[src/rtl/irpd_pkg.sv]
// Shared types and constants of the IR pulse-distance frame transmitter.
package irpd_pkg;

    localparam int BUFFER_DEPTH_DEF = 256;

    localparam int OPCODE_W = 2;
    localparam int STATUS_W = 2;
    localparam int MARK_W   = 10;
    localparam int SPACE_W  = 10;
    localparam int LEAD_W   = 12;
    localparam int TICK_W   = 12;
    localparam int CFG_IDX_W = 2;
    localparam int CFG_W    = 12;

    localparam logic [OPCODE_W-1:0] OP_TICK  = 2'd0;
    localparam logic [OPCODE_W-1:0] OP_WRITE = 2'd1;
    localparam logic [OPCODE_W-1:0] OP_SEND  = 2'd2;

    localparam logic [STATUS_W-1:0] ST_OK   = 2'd0;
    localparam logic [STATUS_W-1:0] ST_BUSY = 2'd1;
    localparam logic [STATUS_W-1:0] ST_FULL = 2'd2;

    localparam logic [CFG_IDX_W-1:0] REG_MARK  = 2'd0;
    localparam logic [CFG_IDX_W-1:0] REG_SPACE = 2'd1;
    localparam logic [CFG_IDX_W-1:0] REG_LEAD  = 2'd2;

    localparam logic [MARK_W-1:0]  MARK_RST  = 10'd35;
    localparam logic [SPACE_W-1:0] SPACE_RST = 10'd35;
    localparam logic [LEAD_W-1:0]  LEAD_RST  = 12'd385;

    typedef enum logic [1:0] {
        PH_IDLE,
        PH_LEAD,
        PH_MARK,
        PH_SPACE
    } phase_t;

    typedef enum logic [1:0] {
        SEG_START,
        SEG_LEN,
        SEG_DATA,
        SEG_END
    } seg_t;

    // controller -> datapath
    typedef struct packed {
        logic                res_valid;
        logic [STATUS_W-1:0] status;
        logic                frame_done;
        logic                mark_next;
        logic                busy_next;
        logic                seg_len;
        logic                seg_data;
        logic                tc_inc;
        logic                tc_clear;
        logic                spaces_load;
        logic                spaces_dec;
        logic                spaces_clear;
        logic                bit_inc;
        logic                bit_clear;
        logic                byte_inc;
        logic                byte_clear;
        logic                buf_write;
        logic                count_clear;
    } ctl_cmd_t;

    // datapath -> controller
    typedef struct packed {
        logic lead_hit;
        logic lead_zero;
        logic mark_hit;
        logic space_hit;
        logic space_last;
        logic bit_last;
        logic len_zero;
        logic last_byte;
        logic buf_full;
    } dp_stat_t;

endpackage

[src/rtl/irpd_ctrl.sv]
// Frame sequencing state machine: phase, segment and item decode.
module irpd_ctrl
    import irpd_pkg::*;
(
    input  logic                clk,
    input  logic                rst_n,
    input  logic                start,
    input  logic [OPCODE_W-1:0] opcode,
    input  dp_stat_t            stat,
    output ctl_cmd_t            cmd
);

    phase_t phase_reg, phase_next;
    seg_t   seg_reg, seg_next;

    always_ff @(posedge clk or negedge rst_n)
    begin
        if (!rst_n)
        begin
            phase_reg <= PH_IDLE;
            seg_reg   <= SEG_START;
        end
        else
        begin
            phase_reg <= phase_next;
            seg_reg   <= seg_next;
        end
    end

    always_comb
    begin
        phase_next = phase_reg;
        seg_next   = seg_reg;
        cmd        = '0;
        cmd.res_valid = start;
        cmd.status    = ST_OK;

        if (start)
        begin
            unique case (opcode)
                OP_TICK:
                begin
                    if (phase_reg != PH_IDLE)
                    begin
                        cmd.tc_inc = 1'b1;
                    end
                    unique case (phase_reg)
                        PH_IDLE:
                        begin
                        end
                        PH_LEAD:
                        begin
                            if (stat.lead_hit)
                            begin
                                phase_next   = PH_MARK;
                                cmd.tc_clear = 1'b1;
                            end
                        end
                        PH_MARK:
                        begin
                            if (stat.mark_hit)
                            begin
                                phase_next      = PH_SPACE;
                                cmd.tc_clear    = 1'b1;
                                cmd.spaces_load = 1'b1;
                            end
                        end
                        PH_SPACE:
                        begin
                            if (stat.space_hit)
                            begin
                                cmd.tc_clear   = 1'b1;
                                cmd.spaces_dec = 1'b1;
                                if (stat.space_last)
                                begin
                                    // last space unit of this bit: step to the next bit
                                    phase_next = PH_MARK;
                                    unique case (seg_reg)
                                        SEG_START:
                                        begin
                                            seg_next      = SEG_LEN;
                                            cmd.bit_clear = 1'b1;
                                        end
                                        SEG_LEN:
                                        begin
                                            if (!stat.bit_last)
                                            begin
                                                cmd.bit_inc = 1'b1;
                                            end
                                            else if (stat.len_zero)
                                            begin
                                                seg_next = SEG_END;
                                            end
                                            else
                                            begin
                                                seg_next       = SEG_DATA;
                                                cmd.byte_clear = 1'b1;
                                                cmd.bit_clear  = 1'b1;
                                            end
                                        end
                                        SEG_DATA:
                                        begin
                                            if (!stat.bit_last)
                                            begin
                                                cmd.bit_inc = 1'b1;
                                            end
                                            else
                                            begin
                                                cmd.bit_clear = 1'b1;
                                                if (stat.last_byte)
                                                begin
                                                    seg_next = SEG_END;
                                                end
                                                else
                                                begin
                                                    cmd.byte_inc = 1'b1;
                                                end
                                            end
                                        end
                                        SEG_END:
                                        begin
                                            phase_next      = PH_IDLE;
                                            seg_next        = SEG_START;
                                            cmd.bit_clear   = 1'b1;
                                            cmd.byte_clear  = 1'b1;
                                            cmd.count_clear = 1'b1;
                                            cmd.frame_done  = 1'b1;
                                        end
                                        default:
                                        begin
                                        end
                                    endcase
                                end
                            end
                        end
                        default:
                        begin
                        end
                    endcase
                end
                OP_WRITE:
                begin
                    if (phase_reg != PH_IDLE)
                    begin
                        cmd.status = ST_BUSY;
                    end
                    else if (stat.buf_full)
                    begin
                        cmd.status = ST_FULL;
                    end
                    else
                    begin
                        cmd.buf_write = 1'b1;
                    end
                end
                OP_SEND:
                begin
                    if (phase_reg != PH_IDLE)
                    begin
                        cmd.status = ST_BUSY;
                    end
                    else
                    begin
                        seg_next         = SEG_START;
                        cmd.bit_clear    = 1'b1;
                        cmd.byte_clear   = 1'b1;
                        cmd.spaces_clear = 1'b1;
                        cmd.tc_clear     = 1'b1;
                        // zero lead gap: mark starts right away
                        phase_next = stat.lead_zero ? PH_MARK : PH_LEAD;
                    end
                end
                default:
                begin
                end
            endcase
        end

        cmd.mark_next = (phase_next == PH_MARK);
        cmd.busy_next = (phase_next != PH_IDLE);
        cmd.seg_len   = (seg_reg == SEG_LEN);
        cmd.seg_data  = (seg_reg == SEG_DATA);
    end

endmodule

[src/rtl/irpd_datapath.sv]
// Datapath: config registers, tick/bit/byte counters, payload buffer, result registers.
module irpd_datapath
    import irpd_pkg::*;
#(
    parameter int BUFFER_DEPTH = BUFFER_DEPTH_DEF
)
(
    input  logic                 clk,
    input  logic                 rst_n,
    input  logic                 cfg_we,
    input  logic [CFG_IDX_W-1:0] cfg_index,
    input  logic [CFG_W-1:0]     cfg_wdata,
    input  logic [7:0]           data_byte,
    input  ctl_cmd_t             cmd,
    output dp_stat_t             stat,
    output logic                 valid,
    output logic                 ir_level,
    output logic                 busy_res,
    output logic                 frame_done,
    output logic [STATUS_W-1:0]  status
);

    localparam int AW = (BUFFER_DEPTH > 1) ? $clog2(BUFFER_DEPTH) : 1;
    // length field is 8 bits wide
    localparam logic [7:0] CAPACITY = (BUFFER_DEPTH > 255) ? 8'd255 : 8'(BUFFER_DEPTH);

    logic [MARK_W-1:0]   mark_reg;
    logic [SPACE_W-1:0]  space_reg;
    logic [LEAD_W-1:0]   lead_reg;

    logic [TICK_W-1:0]   tick_reg, tick_next, tick_inc;
    logic [1:0]          spaces_reg, spaces_next;
    logic [2:0]          bit_reg, bit_next;
    logic [7:0]          byte_reg, byte_next;
    logic [7:0]          count_reg, count_next;

    logic [7:0]          buf_mem [BUFFER_DEPTH];
    logic [7:0]          rd_reg;

    logic [MARK_W-1:0]   mark_eff;
    logic [SPACE_W-1:0]  space_eff;
    logic [8:0]          byte_plus;
    logic                cur_bit;

    logic                valid_reg;
    logic                level_reg;
    logic                busy_reg;
    logic                done_reg;
    logic [STATUS_W-1:0] status_reg;

    always_ff @(posedge clk or negedge rst_n)
    begin
        if (!rst_n)
        begin
            mark_reg  <= MARK_RST;
            space_reg <= SPACE_RST;
            lead_reg  <= LEAD_RST;
        end
        else if (cfg_we)
        begin
            unique case (cfg_index)
                REG_MARK:  mark_reg  <= cfg_wdata[MARK_W-1:0];
                REG_SPACE: space_reg <= cfg_wdata[SPACE_W-1:0];
                REG_LEAD:  lead_reg  <= cfg_wdata;
                default:
                begin
                end
            endcase
        end
    end

    assign tick_inc  = tick_reg + TICK_W'(1);
    assign mark_eff  = (mark_reg == '0) ? MARK_W'(1) : mark_reg;
    assign space_eff = (space_reg == '0) ? SPACE_W'(1) : space_reg;
    assign byte_plus = {1'b0, byte_reg} + 9'd1;

    always_comb
    begin
        if (cmd.seg_len)
        begin
            cur_bit = count_reg[~bit_reg];
        end
        else if (cmd.seg_data)
        begin
            cur_bit = rd_reg[~bit_reg];
        end
        else
        begin
            cur_bit = 1'b1;
        end
    end

    always_comb
    begin
        stat.lead_hit   = (tick_inc >= lead_reg);
        stat.lead_zero  = (lead_reg == '0);
        stat.mark_hit   = (tick_inc >= TICK_W'(mark_eff));
        stat.space_hit  = (tick_inc >= TICK_W'(space_eff));
        stat.space_last = (spaces_reg == 2'd1);
        stat.bit_last   = (bit_reg == 3'd7);
        stat.len_zero   = (count_reg == '0);
        stat.last_byte  = (byte_plus >= {1'b0, count_reg});
        stat.buf_full   = (count_reg >= CAPACITY);
    end

    always_comb
    begin
        tick_next = tick_reg;
        if (cmd.tc_clear)
        begin
            tick_next = '0;
        end
        else if (cmd.tc_inc)
        begin
            tick_next = tick_inc;
        end

        spaces_next = spaces_reg;
        if (cmd.spaces_clear)
        begin
            spaces_next = '0;
        end
        else if (cmd.spaces_load)
        begin
            // a one gets one space unit, a zero gets two
            spaces_next = cur_bit ? 2'd1 : 2'd2;
        end
        else if (cmd.spaces_dec)
        begin
            spaces_next = spaces_reg - 2'd1;
        end

        bit_next = bit_reg;
        if (cmd.bit_clear)
        begin
            bit_next = '0;
        end
        else if (cmd.bit_inc)
        begin
            bit_next = bit_reg + 3'd1;
        end

        byte_next = byte_reg;
        if (cmd.byte_clear)
        begin
            byte_next = '0;
        end
        else if (cmd.byte_inc)
        begin
            byte_next = byte_plus[7:0];
        end

        count_next = count_reg;
        if (cmd.count_clear)
        begin
            count_next = '0;
        end
        else if (cmd.buf_write)
        begin
            count_next = count_reg + 8'd1;
        end
    end

    always_ff @(posedge clk or negedge rst_n)
    begin
        if (!rst_n)
        begin
            tick_reg   <= '0;
            spaces_reg <= '0;
            bit_reg    <= '0;
            byte_reg   <= '0;
            count_reg  <= '0;
            valid_reg  <= 1'b0;
        end
        else
        begin
            tick_reg   <= tick_next;
            spaces_reg <= spaces_next;
            bit_reg    <= bit_next;
            byte_reg   <= byte_next;
            count_reg  <= count_next;
            valid_reg  <= cmd.res_valid;
        end
    end

    // Read address follows the next byte index so data is ready as soon as
    // the index moves.
    always_ff @(posedge clk)
    begin
        if (cmd.buf_write)
        begin
            buf_mem[count_reg[AW-1:0]] <= data_byte;
        end
        rd_reg <= buf_mem[byte_next[AW-1:0]];
    end

    always_ff @(posedge clk)
    begin
        level_reg  <= cmd.mark_next & ~tick_next[0];
        busy_reg   <= cmd.busy_next;
        done_reg   <= cmd.frame_done;
        status_reg <= cmd.status;
    end

    assign valid      = valid_reg;
    assign ir_level   = level_reg;
    assign busy_res   = busy_reg;
    assign frame_done = done_reg;
    assign status     = status_reg;

endmodule

[src/rtl/ir_pulse_distance_frame_tx_unit.sv]
// Top level of the IR pulse-distance frame transmitter.
// One item is taken per clock: start is sampled every cycle and busy stays
// low, since the controller and counters settle each tick, write or send
// without stalling. The result beat appears on the cycle after the
// item, marked by valid for exactly one cycle; there is no backpressure, so
// the receiver must take every beat. ir_level is the emitter drive after the
// item; busy_res is high while a frame is in flight. Configuration writes
// take effect at the write edge; a change during a frame applies from the
// next tick, and an interval already past the new value ends on that tick.
// Payload bytes are held in a BUFFER_DEPTH x 8 buffer with a registered read.
module ir_pulse_distance_frame_tx_unit
    import irpd_pkg::*;
#(
    parameter int BUFFER_DEPTH = BUFFER_DEPTH_DEF
)
(
    input  logic                 clk,
    input  logic                 rst_n,
    input  logic                 start,
    output logic                 busy,
    input  logic [OPCODE_W-1:0]  opcode,
    input  logic [7:0]           data_byte,
    input  logic                 cfg_we,
    input  logic [CFG_IDX_W-1:0] cfg_index,
    input  logic [CFG_W-1:0]     cfg_wdata,
    output logic                 valid,
    output logic                 ir_level,
    output logic                 busy_res,
    output logic                 frame_done,
    output logic [STATUS_W-1:0]  status
);

    ctl_cmd_t cmd;
    dp_stat_t stat;

    assign busy = 1'b0;

    irpd_ctrl u_ctrl
    (
        .clk    (clk),
        .rst_n  (rst_n),
        .start  (start),
        .opcode (opcode),
        .stat   (stat),
        .cmd    (cmd)
    );

    irpd_datapath #(
        .BUFFER_DEPTH (BUFFER_DEPTH)
    ) u_datapath
    (
        .clk        (clk),
        .rst_n      (rst_n),
        .cfg_we     (cfg_we),
        .cfg_index  (cfg_index),
        .cfg_wdata  (cfg_wdata),
        .data_byte  (data_byte),
        .cmd        (cmd),
        .stat       (stat),
        .valid      (valid),
        .ir_level   (ir_level),
        .busy_res   (busy_res),
        .frame_done (frame_done),
        .status     (status)
    );

endmodule

[config.mk]
export PLATFORM = sky130hd
export DESIGN_NAME = ir_pulse_distance_frame_tx_unit
export DESIGN_NICKNAME = d
export VERILOG_FILES = /design/src/rtl/irpd_pkg.sv /design/src/rtl/irpd_ctrl.sv /design/src/rtl/irpd_datapath.sv /design/src/rtl/ir_pulse_distance_frame_tx_unit.sv
export SDC_FILE = /design/constraint.sdc
export NUM_CORES = 2
export LEC_CHECK = 0
export BUFFER_PORTS_ARGS = -buffer_cell sky130_fd_sc_hd__buf_2
export CAP_MARGIN = 0
export CORE_ASPECT_RATIO = 1.5
export CORE_MARGIN = 8
export CORE_UTILIZATION = 50
export DETAILED_ROUTE_END_ITERATION = 16
export PLACE_DENSITY = 0.67
export SYNTH_ARGS = -nofsm -noshare
export SYNTH_HDL_FRONTEND = slang
export SYNTH_SLANG_ARGS = --single-unit
[constraint.sdc]
create_clock -name clk -period 5.1 [get_ports clk]
set_clock_uncertainty 0.1 [all_clocks]
set_input_delay 1.02 -clock clk [delete_from_list [all_inputs] [get_ports clk]]
set_output_delay 1.02 -clock clk [all_outputs]
set_load 0.02 [all_outputs]
Word level (Yosys, flattened, before mapping)
Memory sizes are Yosys's and may differ from the RTL's. A register that Yosys moved wholly into a read port is not among the register bits.
Cells that the tools add are included.
- add/subtract/negate cells: 5
- order comparisons: 6
- equal/unequal tests: 20
- multiplexer cells: 83
- bitwise logic cells: 3
- reduce and logical (&&, ||, !) cells: 20
- operators by type and width (operator ; count):
    $mux W2 ; 24
    $mux W1 ; 32
    $mux W8 ; 4
    $ge A12 B10 Y1 ; 2
    $mux W12 ; 2
    $logic_not A10 Y1 ; 2
    $mux W10 ; 2
    $eq A2 B2 Y1 const B ; 7
    $add A12 B1 Y12 const B ; 1
    $ge A12 B12 Y1 ; 1
    $logic_not A12 Y1 ; 1
    $mux W4 ; 3
    $pmux W2 S2 ; 3
    $reduce_bool A2 Y1 ; 6
    $mux W11 ; 1
    $eq A2 B1 Y1 const B ; 5
    $add A8 B1 Y9 const B ; 1
    $ge A9 B8 Y1 ; 1
    $reduce_and A9 Y1 ; 1
    $add A8 B1 Y8 const B ; 1
    $ge A8 B8 Y1 const B ; 1
    $logic_not A8 Y1 ; 1
    $ne A2 B2 Y1 const B ; 4
    $pmux W1 S2 ; 4
    other kinds (18) ; 27
- bits in registers: 75
- memory bits (writable): 2048
- input bits: 28
- output and inout bits: 7
- memories: 1
- memories (name ; words ; bits a word ; read ports ; clocked after memory_dff ; wr ports ; RTL line ; text):
    u_datapath.buf_mem ; 256 ; 8 ; 1 ; 1 ; 1 ; irpd_datapath.sv:37 ; logic [7:0] buf_mem [BUFFER_DEPTH];

Logic depth before layout (Yosys ltp)
- depth after elaboration: 14
- depth in mapped cells: 26

Modules after synthesis
From an unflattened synthesis, not the netlist that was laid out.
- cells, all modules: 5901
- area, all modules: 86699.4 µm²
- by module, submodules not included (module ; times used ; cells each ; area an instance (µm²)):
    irpd_datapath ; 1 ; 5810 ; 86033.8
    irpd_ctrl ; 1 ; 89 ; 654.4
    ir_pulse_distance_frame_tx_unit ; 1 ; 2 ; 11.3

Worst setup path before layout
No wires, ideal clock.
- path kind: reg2reg
- start point: reg u_datapath.tick_reg[0]
- end point: reg u_datapath.rd_reg[6], read port of u_datapath.buf_mem
- arrival: 4177 ps
- slack: 685 ps
- stages on the path, launching flop included: 21
- path buffers: 2
- path through: dfrtp_1 > nand4_1 > or2_2 > nor2_1 > xor2_1 > ha_1 > o2111ai_1 > nor2_1 > a221oi_2 > o21a_4 > buf_6 > nor3_2 > a32oi_4 > inv_2 > buf_6 > o221ai_1 > a21oi_1 > or4_1 > a311oi_2 > a21o_1 > o221ai_1
- cells in the longest elaborated chain, start to end: 8
- elaborated cells between the ends (all ways): 9
- those cells by class: add/sub (1); order compare (1); mux (7)
- ends and longest elaborated chain (item ; RTL line ; text):
    from (decl) ; irpd_datapath.sv:31 ; logic [TICK_W-1:0] tick_reg, tick_next, tick_inc;
    from (signal assigned) ; irpd_datapath.sv:177 ; tick_reg <= tick_next;
    $add A12 B1 Y12 (*) ; irpd_datapath.sv:72 ; assign tick_inc = tick_reg + TICK_W'(1);
    $ge A12 B10 Y1 (*) ; irpd_datapath.sv:98 ; stat.space_hit = (tick_inc >= TICK_W'(space_eff));
    $mux W4 (*) ; irpd_ctrl.sv:70 ; if (stat.space_hit)
    $mux W4 (*) ; irpd_ctrl.sv:47 ; unique case (phase_reg)
    $mux W1 ; irpd_ctrl.sv:40 ; unique case (opcode)
    $mux W11 (*) ; irpd_ctrl.sv:38 ; if (start)
    $mux W8 ; irpd_datapath.sv:148 ; else if (cmd.byte_inc)
    $mux W8 (*) ; irpd_datapath.sv:144 ; if (cmd.byte_clear)
    to (decl) ; irpd_datapath.sv:38 ; logic [7:0] rd_reg;
Mark *: on every way between the ends. The rest lies on a longest branch, timed or not.
A chain may end at the register's enable or synchronous reset.

Final worst setup path
- start point: reg u_datapath.tick_reg[1]
- end point: reg u_datapath.rd_reg[1], read port of u_datapath.buf_mem
Same word-level chain as after synthesis.

==> results.toml <==
[drt]
dr.first_iter.drc_count = 8253
ant_nets = 0
highest_layer = "met5"
wl_met3_um = 29600
dr.pass1.iters = 8
drt-vias-per-instance = 6.34
drc = 0
wirelength_met1_um = 99200
routedWlPerCell_um = 30.7
vias = 62100
totalWireLength_um = 301000
wl_met2_um = 144000

[place]
place_hpwl_um = 197000
portBuffers = 33
gp_congestion = 0.999
dp_worst_setup_slack_ns = -1.17

[synth]
netlist.area_leader.share_pct = 70.4
avgSynthCellArea_um2 = 13.4
synthFlopType = "edfxtp_1"
synth_async_sr_flop_share_pct = 3.28
synth_area_um2 = 87300
synth_edf_count = 2048
yosysUniqueCellTypes = 99
ys_warn_count = 0
synth-seq-cells = 2131
synth_area_leaders = "edfxtp_1 (70%), nand2_1 (4.7%), nor2_1 (2.2%)"
synth_top_area_cell = "edfxtp_1"
synth-seq-area-share_pct = 72.7
netlist_instances = 6508

[sta]
rsz0062_at_grt = "yes"
fin_crit_sh_pct = 103
finalHoldViolCount = 0
hold-worst-slack_ns = 0.293
slew_viol_final = 0
relSlewSlack_pct = 13.0
clock.fmax_ghz = 0.190
worstMarginPinSlew_ns = 1.30
setup_viol = 8
setup_slack_ns = -0.174
min_period_ns = 5.27
setup-tns-final_ns = -0.798

[worst_setup_path]
criticalPathCategory = "flop to flop"
crit_top_cell = "buf_4"
start_kind = "flop"
crit_chain = "nand4_1 > or2_4 > nor2_4 > xor2_2 > ha_1 > buf_4 > o21a_1 > a221oi_2 > buf_4 > o21ai_4 > buf_6 > buf_4 > nand4_1 > xnor2_1 > o211ai_1 > buf_4 > buf_4 > buf_4 > nor3_1 > nor3_1 > o21a_1 > nor4_4 > buf_4 > o22ai_1"
reg2reg_from = "u_datapath.tick_reg[1]"
max_stage_delay_ns = 0.42
arrival_ns = 5.91
cp_data_required_time_ns = 5.74
cp_slowest_cell = "dfrtp_2"
crit_start = "u_datapath.tick_reg[1]"
end_kind = "flop"
crit_fanout = 7

[global_routing]
grt_pass1_wl_um = 423000
track_usage_pct = 30.8
antenna_found_initial = 8
grt_pass1_vias = 61100
grt_max_degree = 131
grt_overflow_total = 0

[outcome]
status = "finished with violations"
violations = "negative setup slack"

[pwr]
power.density_nw_per_um2 = 333
totalPowerFinal_mw = 35.5
irDropWorstVdd_v = 0.000281
p_leak_nw = 37.6

[cts]
h-tree-depth = 4
insertion_delay_ns = 0.87
clockBufferDepth = 3
cts_sinks = 2131
clk_pin_slew_ns = 0.07
cts_root_buf = "clkbuf_16"
cts_tree = "built"
numCtsBuffers = 189
hold_buffers = 0

[finish]
layout.nets = 7450
final_common_cell = "edfxtp_1"
syn_to_final_growth_pct = 22.1
layout-drive-gt1-share_pct = 22.7
largest_reg_flops = 2048
mostFrequentLayoutCells = "edfxtp_1 (2048), nand2_1 (1079), buf_4 (887)"
fill_cells = 12900

[floorplan]
ios = 35
die_x_um = 357
die_y_um = 528
coreArea_um2 = 174000
fp-row-count = 188
dieArea_um2 = 189000
initial_core_util_pct = 50.1

[min_path]
hold_class = "input port to flop"
min_from = "cfg_wdata[11]"

[flow_run]
drv_cap = 0
routing by layer:
layer	up-vias	track usage [%]
li1	26400	-
met1	30700	35.4
met2	4002	50.8
met3	1027	6.34
met4	4	23.3
met5	-	0
synth_stat cells (46+ instances only):
library cell	instances
edfxtp_1	2048
nand2_1	1090
nor2_1	506
a21oi_1	278
nand3_1	276
buf_2	270
nor3_1	212
o21ai_0	205
clkbuf_1	127
o22ai_1	125
a31oi_1	114
mux2i_1	108
o221ai_1	89
and3_1	73
or3_1	69
dfrtp_1	61
ha_1	56
inv_1	56
o211ai_1	53
a311oi_1	49
a211oi_1	46
metrics by stage:
| step | instances | utilization, % | instance area (µm²) |
|---|---|---|---|
| 2_1_floorplan | 6516 | - | 87300 |
| 3_3_place_gp | 9370 | 55.9 | 97400 |
| 3_5_place_dp | 9370 | 55.9 | 97400 |
| 4_1_cts | 9755 | 60.3 | 105000 |
| 5_1_grt | 9801 | 61.2 | 107000 |
| 6_report | 9806 | 61.2 | 107000 |
power by group:
group | total [mW] | internal, mW | switching, mW
registers | 19.4 | 19.3 | 0.0986
logic | 1.78 | 0.469 | 1.31
clock network | 14.4 | 7.82 | 6.55
logic make-up (layout without fill, tap and decap cells):
family                     after synthesis  after routing  share of synthesized area (%)
DFF                                   2131           2131                           72.7
and+or+nand+nor                       2355           2355                           11.7
muxes                                  142            142                           1.73
xor gates and xnor gates                28             28                          0.281
buffers and inverters                  526           1527                           2.87
other                                    1             18                        0.00429
adders and majority gates               56             56                          0.802
AOI/OAI and AO/OA                     1269           1269                           9.88
layout make-up:
| cell class | count | area, µm² | share of cell area (%) |
|---|---|---|---|
| antenna | 9 | 22.5 | 0.0211 |
| clock buffer | 231 | 4950 | 4.64 |
| clock inverter | 111 | 1160 | 1.09 |
| inverter | 62 | 274 | 0.257 |
| multi-input combinational | 3859 | 23000 | 21.6 |
| sequential | 2131 | 63500 | 59.6 |
| tap | 2280 | 2850 | 2.68 |
| timing repair buffer | 1122 | 10800 | 10.1 |
| timing repair inverter | 1 | 11.3 | 0.0106 |
critical path: cells and delay by family (launching register included):
family | cells | cell delay, ns
flops | 1 | 0.42
compound gates | 6 | 1.00
buf+inv | 8 | 1.35
simple gates | 7 | 1.68
xor+xnor | 2 | 0.33
fa+ha+maj | 1 | 0.27
what timing repair did:
item                                    4_1_cts  5_1_grt
buffers inserted                             35       41
resized for setup                           176      209
endpoints found under the setup margin        8        8
pin swaps                                    37       70
gates cloned                                 10        5
final timing paths:
| path | endpoint | slack [ns] | depth (start not counted) |
|---|---|---|---|
| min reg2reg | u_datapath.spaces_reg[1] | 0.41 | 2 |
| max | u_datapath.rd_reg[1] | -0.17 | 24 |
| min | u_datapath.lead_reg[11] | 0.29 | 2 |
| max reg2reg | u_datapath.rd_reg[1] | -0.17 | 24 |
| max in group asynchronous | u_datapath.byte_reg[3] | 3.92 | 2 |
| min in group asynchronous | u_datapath.space_reg[4] | 0.30 | 2 |
Power figures use the tool's default switching activity.
